`src/hw/rtl/swtm_pkg.sv`:
```
// Package for the sliding window trimmed mean unit.
// Holds field widths and the command and status structs shared by the
// controller, the datapath and the top level. Depends on nothing.
`default_nettype none

package swtm_pkg;

  localparam int SAMPLE_W = 24;
  localparam int FILL_W   = 5;
  localparam int OUT_DATA_W = 32;

  typedef struct packed {
    logic load;
    logic scan_start;
    logic scan;
    logic trim;
    logic div_step;
    logic finish;
  } cmd_t;

  typedef struct packed {
    logic valid_now;
    logic scan_done;
    logic div_done;
    logic out_free;
  } status_t;

endpackage

`default_nettype wire

```
`src/hw/rtl/swtm_ctrl.sv`:
```
// Controller state machine of the sliding window trimmed mean unit.
// Sequences load, window scan, trim, serial division and result hand-off.
// Depends on swtm_pkg for the command and status structs.
`default_nettype none

module swtm_ctrl (
  input  wire logic             clk,
  input  wire logic             rst,
  input  wire logic             in_valid,
  output logic                  in_ready,
  input  wire swtm_pkg::status_t status,
  output swtm_pkg::cmd_t        cmd
);

  localparam logic [2:0] ST_IDLE  = 3'd0;
  localparam logic [2:0] ST_CHECK = 3'd1;
  localparam logic [2:0] ST_SCAN  = 3'd2;
  localparam logic [2:0] ST_DIV   = 3'd3;
  localparam logic [2:0] ST_DONE  = 3'd4;

  logic [2:0] state;
  logic [2:0] state_next;

  always_ff @(posedge clk) begin
    if (rst) begin
      state <= ST_IDLE;
    end else begin
      state <= state_next;
    end
  end

  always_comb begin
    state_next = state;
    cmd        = '0;
    in_ready   = 1'b0;
    unique case (state)
      ST_IDLE: begin
        in_ready = 1'b1;
        if (in_valid) begin
          cmd.load   = 1'b1;
          state_next = ST_CHECK;
        end
      end
      ST_CHECK: begin
        if (status.valid_now) begin
          cmd.scan_start = 1'b1;
          state_next     = ST_SCAN;
        end else begin
          state_next = ST_DONE;
        end
      end
      ST_SCAN: begin
        if (status.scan_done) begin
          cmd.trim   = 1'b1;
          state_next = ST_DIV;
        end else begin
          cmd.scan = 1'b1;
        end
      end
      ST_DIV: begin
        if (status.div_done) begin
          state_next = ST_DONE;
        end else begin
          cmd.div_step = 1'b1;
        end
      end
      ST_DONE: begin
        if (status.out_free) begin
          cmd.finish = 1'b1;
          state_next = ST_IDLE;
        end
      end
      default: begin
        state_next = ST_IDLE;
      end
    endcase
  end

endmodule

`default_nettype wire

```
`src/hw/rtl/swtm_dp.sv`:
```
// Datapath of the sliding window trimmed mean unit.
// Window memory, scan accumulators, serial divider and output register.
// Depends on swtm_pkg; driven by swtm_ctrl through cmd_t and status_t.
`default_nettype none

module swtm_dp #(
  parameter int MIN_SAMPLES  = 8,
  parameter int WINDOW_DEPTH = 16
) (
  input  wire logic                              clk,
  input  wire logic                              rst,
  input  wire swtm_pkg::cmd_t                    cmd,
  output swtm_pkg::status_t                      status,
  input  wire logic signed [swtm_pkg::SAMPLE_W-1:0] sample,
  output logic                                   res_valid,
  input  wire logic                              res_ready,
  output logic signed [swtm_pkg::SAMPLE_W-1:0]   res_mean,
  output logic                                   res_mean_valid,
  output logic [swtm_pkg::FILL_W-1:0]            res_fill
);

  localparam int SW     = swtm_pkg::SAMPLE_W;
  localparam int ADDR_W = (WINDOW_DEPTH > 1) ? $clog2(WINDOW_DEPTH) : 1;
  localparam int CNT_W  = $clog2(WINDOW_DEPTH + 1);
  localparam int SUM_W  = SW + $clog2(WINDOW_DEPTH) + 1;
  localparam int DCNT_W = $clog2(SUM_W + 1);

  logic signed [SW-1:0] window_mem [WINDOW_DEPTH];
  logic signed [SW-1:0] rd_data;
  logic [ADDR_W-1:0]    write_slot;
  logic [CNT_W-1:0]     held_count;
  logic [CNT_W-1:0]     issue_cnt;
  logic                 rd_pend;
  logic signed [SUM_W-1:0] sum;
  logic signed [SW-1:0]    hi;
  logic signed [SW-1:0]    lo;
  logic signed [SUM_W-1:0] trimmed;
  logic [SUM_W-1:0]     quot;
  logic [CNT_W-1:0]     rem;
  logic [CNT_W-1:0]     divisor;
  logic [CNT_W:0]       rem_shift;
  logic                 rem_ge;
  logic [DCNT_W-1:0]    div_cnt;
  logic                 neg;
  logic [SUM_W-1:0]     signed_quot;

  always_ff @(posedge clk) begin
    if (cmd.load) begin
      window_mem[write_slot] <= sample;
    end
    rd_data <= window_mem[issue_cnt[ADDR_W-1:0]];
  end

  always_ff @(posedge clk) begin
    if (rst) begin
      write_slot <= '0;
      held_count <= '0;
    end else if (cmd.load) begin
      write_slot <= (write_slot == ADDR_W'(WINDOW_DEPTH - 1)) ? '0 : write_slot + 1'b1;
      if (held_count != CNT_W'(WINDOW_DEPTH)) begin
        held_count <= held_count + 1'b1;
      end
    end
  end

  always_ff @(posedge clk) begin
    if (rst) begin
      issue_cnt <= '0;
      rd_pend   <= 1'b0;
    end else if (cmd.scan_start) begin
      issue_cnt <= '0;
      rd_pend   <= 1'b0;
    end else if (cmd.scan) begin
      rd_pend <= (issue_cnt != held_count);
      if (issue_cnt != held_count) begin
        issue_cnt <= issue_cnt + 1'b1;
      end
    end
  end

  always_ff @(posedge clk) begin
    if (cmd.scan_start) begin
      sum <= '0;
      hi  <= {1'b1, {(SW-1){1'b0}}};
      lo  <= {1'b0, {(SW-1){1'b1}}};
    end else if (cmd.scan && rd_pend) begin
      sum <= sum + {{(SUM_W-SW){rd_data[SW-1]}}, rd_data};
      if (rd_data > hi) begin
        hi <= rd_data;
      end
      if (rd_data < lo) begin
        lo <= rd_data;
      end
    end
  end

  assign trimmed   = sum - {{(SUM_W-SW){hi[SW-1]}}, hi} - {{(SUM_W-SW){lo[SW-1]}}, lo};
  assign rem_shift = {rem, quot[SUM_W-1]};
  assign rem_ge    = rem_shift >= {1'b0, divisor};

  always_ff @(posedge clk) begin
    if (rst) begin
      div_cnt <= '0;
    end else if (cmd.trim) begin
      div_cnt <= DCNT_W'(SUM_W);
    end else if (cmd.div_step) begin
      div_cnt <= div_cnt - 1'b1;
    end
  end

  always_ff @(posedge clk) begin
    if (cmd.trim) begin
      neg     <= trimmed[SUM_W-1];
      quot    <= trimmed[SUM_W-1] ? (~trimmed + 1'b1) : trimmed;
      rem     <= '0;
      divisor <= held_count - CNT_W'(2);
    end else if (cmd.div_step) begin
      quot <= {quot[SUM_W-2:0], rem_ge};
      rem  <= rem_ge ? CNT_W'(rem_shift - {1'b0, divisor}) : CNT_W'(rem_shift);
    end
  end

  assign signed_quot = neg ? (~quot + 1'b1) : quot;

  always_ff @(posedge clk) begin
    if (rst) begin
      res_valid <= 1'b0;
    end else if (cmd.finish) begin
      res_valid <= 1'b1;
    end else if (res_ready) begin
      res_valid <= 1'b0;
    end
  end

  always_ff @(posedge clk) begin
    if (cmd.finish) begin
      res_mean       <= status.valid_now ? signed_quot[SW-1:0] : '0;
      res_mean_valid <= status.valid_now;
      res_fill       <= swtm_pkg::FILL_W'(held_count);
    end
  end

  always_comb begin
    status.valid_now = (32'(held_count) >= MIN_SAMPLES) && (held_count > CNT_W'(2));
    status.scan_done = (issue_cnt == held_count) && !rd_pend;
    status.div_done  = (div_cnt == '0);
    status.out_free  = !res_valid || res_ready;
  end

endmodule

`default_nettype wire

```
`src/hw/rtl/sliding_window_trimmed_mean_unit.sv`:
```
// Top level of the sliding window trimmed mean unit.
// Joins swtm_ctrl and swtm_dp; uses swtm_pkg for widths and structs.
//
//   channel | dir | handshake          | payload
//   s_      | in  | s_tvalid/s_tready  | s_tdata: sample
//   m_      | out | m_tvalid/m_tready  | m_tdata: mean, fill_count; m_tuser: mean_valid
//
// One item at a time. An item that yields a valid mean passes through the one-read
// window memory scan over the n samples held and the one-bit-a-cycle divider over
// SUM_W = 25 + clog2(WINDOW_DEPTH) quotient bits. An item with mean_valid low skips
// the scan and the divider. Reset clears the count and write slot.
// A waiting result does not block the next item; only its own finish waits for room.
`default_nettype none

module sliding_window_trimmed_mean_unit #(
  parameter int MIN_SAMPLES  = 8,
  parameter int WINDOW_DEPTH = 16
) (
  input  wire logic        clk,
  input  wire logic        rst,
  input  wire logic        s_tvalid,
  output logic             s_tready,
  input  wire logic [23:0] s_tdata,   // [23:0] sample
  output logic             m_tvalid,
  input  wire logic        m_tready,
  output logic [31:0]      m_tdata,   // [23:0] mean, [28:24] fill_count, [31:29] zero
  output logic             m_tuser    // [0] mean_valid
);

  swtm_pkg::cmd_t    cmd;
  swtm_pkg::status_t status;
  logic signed [swtm_pkg::SAMPLE_W-1:0] res_mean;
  logic [swtm_pkg::FILL_W-1:0]          res_fill;

  swtm_ctrl u_ctrl (
    .clk      (clk),
    .rst      (rst),
    .in_valid (s_tvalid),
    .in_ready (s_tready),
    .status   (status),
    .cmd      (cmd)
  );

  swtm_dp #(
    .MIN_SAMPLES  (MIN_SAMPLES),
    .WINDOW_DEPTH (WINDOW_DEPTH)
  ) u_dp (
    .clk            (clk),
    .rst            (rst),
    .cmd            (cmd),
    .status         (status),
    .sample         (s_tdata),
    .res_valid      (m_tvalid),
    .res_ready      (m_tready),
    .res_mean       (res_mean),
    .res_mean_valid (m_tuser),
    .res_fill       (res_fill)
  );

  assign m_tdata = {3'b000, res_fill, res_mean};

endmodule

`default_nettype wire

```
`config.mk`:
```
export PLATFORM = sky130hd
export DESIGN_NAME = sliding_window_trimmed_mean_unit
export DESIGN_NICKNAME = d
export VERILOG_FILES = /design/src/hw/rtl/swtm_pkg.sv /design/src/hw/rtl/swtm_ctrl.sv /design/src/hw/rtl/swtm_dp.sv /design/src/hw/rtl/sliding_window_trimmed_mean_unit.sv
export SDC_FILE = /design/constraint.sdc
export NUM_CORES = 1
export LEC_CHECK = 0
export BUFFER_PORTS_ARGS = -buffer_cell sky130_fd_sc_hd__buf_4
export CORE_MARGIN = 1.5
export CORE_UTILIZATION = 35
export DETAILED_ROUTE_END_ITERATION = 16
export PLACE_DENSITY_LB_ADDON = 0.05
export RECOVER_POWER = 50
export SYNTH_ARGS = -nofsm -noshare
export SYNTH_HDL_FRONTEND = slang
export SYNTH_HIERARCHICAL = 1
export SYNTH_SLANG_ARGS = --single-unit
```
`constraint.sdc`:
```
create_clock -name clk -period 11.34 [get_ports clk]
set_input_delay 1.134 -clock clk [delete_from_list [all_inputs] [get_ports clk]]
set_output_delay 1.134 -clock clk [all_outputs]
set_load 0.01 [all_outputs]
```
* Word level (Yosys, flattened, before mapping)
Memory sizes are Yosys's and may differ from the RTL's. A register that Yosys moved wholly into a read port is not among the register bits. Index checks and enable logic that the tools add are counted.
Word-level totals: bits in registers 171, memory bits (writable) 384, input bits 28, output and inout bits 35, logic and storage cells 96, memories kept 1
Cells by class: add/subtract/negate cells 11, order comparisons 5, equality and inequality tests 12, mux-type cells 30, bitwise gates (word level) 2, reductions and logical operators 17
Memory list:
- u_dp.window_mem | words 16, width 24, read ports 1, clocked after memory_dff 1, write ports 1, line swtm_dp.sv:28 | logic signed [SW-1:0] window_mem [WINDOW_DEPTH];
Operators by type and width (count):
- $mux 29 | 3
- $sub 29x29->29 | 2
- $add 29x1->29 const B | 1
- $add 29x29->29 | 1
- $not 29->29 | 1
- $add 24x1->24 const B | 1
- $gt 24x24->1 | 1
- $lt 24x24->1 | 1
- $mux 24 | 1
- $not 24->24 | 1
- $mux 1 | 15
- $mux 3 | 5
- $mux 5 | 3
- $pmux 3 s5 | 1
- $add 5x1->5 const B | 2
- $ne 2x2->1 const B | 4
- $reduce_and 2->1 | 4
- $eq 3x2->1 const B | 2
- $ge 6x5->1 | 1
- $eq 5x5->1 | 1
- $ge 5x4->1 const B | 1
- $gt 5x2->1 const B | 1
- $logic_not 5->1 | 1
- $ne 5x5->1 | 1
- 17 further kinds | 22

* Logic depth before layout (Yosys ltp)
depth in word-level cells 6, depth in mapped cells 16, gate-level depth less buffers 14

* By module
The synthesis kept the hierarchy.
Modules (own cells, without submodules):
- swtm_dp | instances 1, cells an instance 2013, area each 27634.0 µm², sequential area each 16025.4 µm²
- swtm_ctrl | instances 1, cells an instance 28, area each 254.0 µm², sequential area each 60.1 µm²
- sliding_window_trimmed_mean_unit | instances 1, cells an instance 4, area each 26.3 µm², sequential area each 0.0 µm²

* Least setup slack after synthesis
Ideal clock, no wire load.
kind flip-flop to flip-flop, start point register u_dp.hi[4], end point register u_dp.quot[26] (data pin), library setup time 0.260 ns, arrival time 3.527 ns, required time 11.080 ns, setup slack 7.553 ns, stages on the path, launching flop included 14, path buffers 0, clock period less this slack 3.787 ns, path through dfxtp_1 -> inv_1 -> fa_1 -> ha_1 -> a21o_1 -> a31o_2 -> o21ai_1 -> a31oi_1 -> or3_4 -> a2111oi_4 -> nand4_1 -> o31ai_2 -> xnor2_1 -> mux2_4
On the way: word-level cells in the longest chain between the ends 6
Ends and longest elaborated chain:
- from (decl) | line swtm_dp.sv:35 | logic signed [SW-1:0] hi;
- from (signal assigned) | line swtm_dp.sv:84 | hi <= {1'b1, {(SW-1){1'b0}}};
- from (signal assigned) | line swtm_dp.sv:89 | hi <= rd_data;
- $sub 29x29->29 * (2 in a row) | line swtm_dp.sv:97 | assign trimmed = sum - {{(SUM_W-SW){hi[SW-1]}}, hi} - {{(SUM_W-SW){lo[SW-1]}}, lo};
- $not 29->29 | line swtm_dp.sv:114 | quot <= trimmed[SUM_W-1] ? (~trimmed + 1'b1) : trimmed;
- $add 29x1->29 | line swtm_dp.sv:114
- $mux 29 * | line swtm_dp.sv:114
- $mux 29 * | line swtm_dp.sv:112 | if (cmd.trim) begin
- to (signal assigned) | line swtm_dp.sv:114
- to (signal assigned) | line swtm_dp.sv:118 | quot <= {quot[SUM_W-2:0], rem_ge};
- to (decl) | line swtm_dp.sv:38 | logic [SUM_W-1:0] quot;
Mark *: on every way between the ends. The rest lies on a longest branch, timed or not. A chain may end at the register's enable or synchronous reset.

==> impl_results.md <==
* CTS root buf: clkbuf_16
* F_max at 0.1891 GHz
* Initial DRC count at 1014
* Post-DRT Antenna Nets at 0
* Die H at 285.4 um
* Status: finished, violations left
* Hold path cells at 2
* Slew headroom at -69.04%
* Clock skew at 0.03029 ns
* Clock buffer count from CTS at 70
* Endpoints failing hold at 0
* Yosys cell types at 89
* Syn Area/Cell at 13.65 um2
* EDFF count, synth at 449
* Setup-failing EPs final at 0
* Final setup TNS at 0 ns
* Area growth, synth to finish at 12.63%
* Top cells by area, synth: edfxtp_1, mux4_2, dfxtp_1
* Synth Register Bits at 579
* Clk_lat worst skew at 0.62 ns
* Startpoint class of the critical path: flop
* Clk buf depth at 3
* Failing checks: max-capacitance violations, max-slew violations
* Gpl congestion at 0.7894
* Antenna violations before repair at 5
* Global route total overflow at 0
* I/O Pins at 63
* MaxCap Viol Count at 4
* Most common cell in the synthesized netlist: edfxtp_1
* Worst Tran Pin Value at 2.532 ns
* Fin worst setup slack at 6.051 ns
* First-pass GRT wire length at 110600 um
* # rows at 103
* RR Endpoint: u_dp/lo[23]
* Hold Startpoint: u_dp/hi[14]
* Pins Over Slew Limit at 113
* Post-CTS Setup Inserts at 0
* Synth area leader: edfxtp_1
* Arr. time, crit path at 5.76 ns
* RSZ-0062 raised after global routing: no
* Sequential share of the synthesized area at 57.62%
* Top cell type's share of synthesized area at 48.30%
* Reg clk slew, reported paths at 0.05 ns
* Initial core utilization at 35.33%
* Cell area after synthesis at 27910 um2
* Final Cycle Share at 46.64%
* Synth Instances at 2045
* Die W at 285.4 um
* H-tree depth at 3
* Via/cell ratio at 5.277
* Wire per inst at 22.80 um
* R2R cell count at 11
* Die Area at 81460 um2
* Top_reg_cell synth: edfxtp_1
* Post-synth top cells: edfxtp_1, a21oi_1, nor2_1
* Register area at 16090 um2
* PortBufs at 59
* Core Area at 79000 um2
* HP Class: flop to flop
* Fillers at 7415
* Hold Path End: u_dp/hi[14]
* Largest net degree at the start of global routing at 63
* DR DRC count at 0
* Multi-input logic area at 11100 um2
* Ys async rst share at 0%
* P_leak at 10.90 nW
* Total number of vias at 16940
* Crit Path Max Fanout at 41
* Worst Setup Path Type: flop to flop
* Worst R2R Start: u_dp/issue_cnt[0]
* PD cells at 169.7 nW/um2
* Ys Warns at 6
* Gates resized, CTS repair at 0
* Share of post-route cells with drive strength above 1 at 13.80%
* CTS Sinks at 579
* Reg2reg setup slack at 6.05 ns
* Nets at 2287
* Crit. Startpoint: u_dp/issue_cnt[0]
* Hold-fix buffers, CTS at 0
* Peak supply drop at 0.1182 mV
* Drt first pass iters at 5
* Critical Path RT at 11.81 ns
* CTS tree: built
* Routed WL at 73160 um
* Crit end category: flop
* Vias in the first global route at 17590
* Detailed placement HPWL at 44820 um
* Pre-CTS WS at 6.525 ns
* Total GRT Usage at 18.08%
* Crit path time final at 5.289 ns
* Antenna Diode Count at 0
-- cells in the final DEF (no fill, tap or decap), types with 18 or more instances in the layout --
cell type,Yosys,routed
ha_1,124,124
xnor2_1,49,49
a21o_1,47,47
nand4_1,46,46
dfxtp_1,130,127
nand2_1,130,130
xor2_1,61,61
o21ai_0,50,50
clkbuf_16,0,71
a21oi_1,138,137
fa_1,30,30
nor3_1,21,21
o31ai_1,32,32
clkbuf_1,67,78
mux4_2,120,120
o211ai_1,32,32
a211oi_1,18,18
nand3_1,18,18
inv_1,92,92
edfxtp_1,449,449
buf_4,3,24
nor2_1,137,137
-- how the worst max path moves through the flow --
stage	endpoint	slack, ns	cells past startpoint
2_1_floorplan	u_dp/quot[26]	7.55	13
6_report	u_dp/lo[23]	6.05	11
3_3_place_gp	u_dp/quot[22]	6.62	14
3_5_place_dp	u_dp/quot[22]	6.52	14
5_1_grt	u_dp/lo[23]	5.28	11
4_1_cts	u_dp/quot[26]	6.51	14
-- stage by stage --
stage	util (%)	area [um2]	total power, W	hold WS [ns]	cells
2_1_floorplan	-	27920	0.003016	0.4064	2047
4_1_cts	40.09	31670	0.005432	0.4678	3209
5_1_grt	39.80	31440	0.005582	0.4877	3209
3_5_place_dp	37.34	29500	0.003272	0.4601	3083
6_report	39.80	31440	0.005335	0.4675	3209
3_3_place_gp	37.34	29500	0.003267	0.4544	3083
-- power breakdown --
part	internal [W]	total, W	switching [W]
Sequential	0.00233	0.00237	0.0000387
Clock	0.00121	0.00212	0.000911
Combinational	0.000314	0.000843	0.000530
Total	0.00386	0.00533	0.00148
-- flip-flops by register name, summed over array words and instances (netlist names), 24 cells and up --
signal / flops
u_dp/hi: 24
u_dp/lo: 24
u_dp/quot: 29
u_dp/rd_data: 24
u_dp/res_mean: 24
u_dp/sum: 29
u_dp/window_mem: 384
-- area by class of cell --
| type | instances | share of cell area, % |
|---|---|---|
| flip-flops and latches | 579 | 51.18 |
| multi-input cells | 1277 | 35.30 |
| clock buffers | 93 | 6.009 |
| well taps | 1050 | 4.179 |
| repair buffers | 84 | 1.301 |
| inverters | 93 | 1.110 |
| clock inverters | 33 | 0.9193 |
-- kinds of logic (layout without fill, tap and decap cells) --
group | Yosys count | in the layout | synth area share, %
AO/OA/AOI/OAI | 404 | 404 | 9.651
buffers and inverters | 191 | 303 | 2.770
multiplexers | 141 | 141 | 10.48
flip-flops | 579 | 579 | 57.62
AND/OR/NAND/NOR | 465 | 465 | 8.297
adder cells (fa/ha/maj) | 154 | 154 | 7.710
XOR/XNOR | 110 | 110 | 3.451
other | 1 | 3 | 0.01343
-- layer usage --
metal	GRT usage [%]	vias to the layer above	routed length [um]
met2	31.63	263	36780
met5	0	-	28
met1	23.26	8640	31990
met4	4.974	4	1755
li1	-	7906	-
met3	2.743	122	2606
-- worst max-delay path: stages, from the launching register on --
cell     delay [ns]
dfxtp_1        2.03
xor2_1         0.20
nor3_1         0.11
nand3_1        0.08
nor2_1         0.06
nor3b_1        0.38
nand2_1        0.10
buf_4          0.30
o41ai_2        0.97
buf_4          0.55
mux2i_1        0.24
nor2_1         0.05
Note: power is estimated with default switching activity, not from simulation.
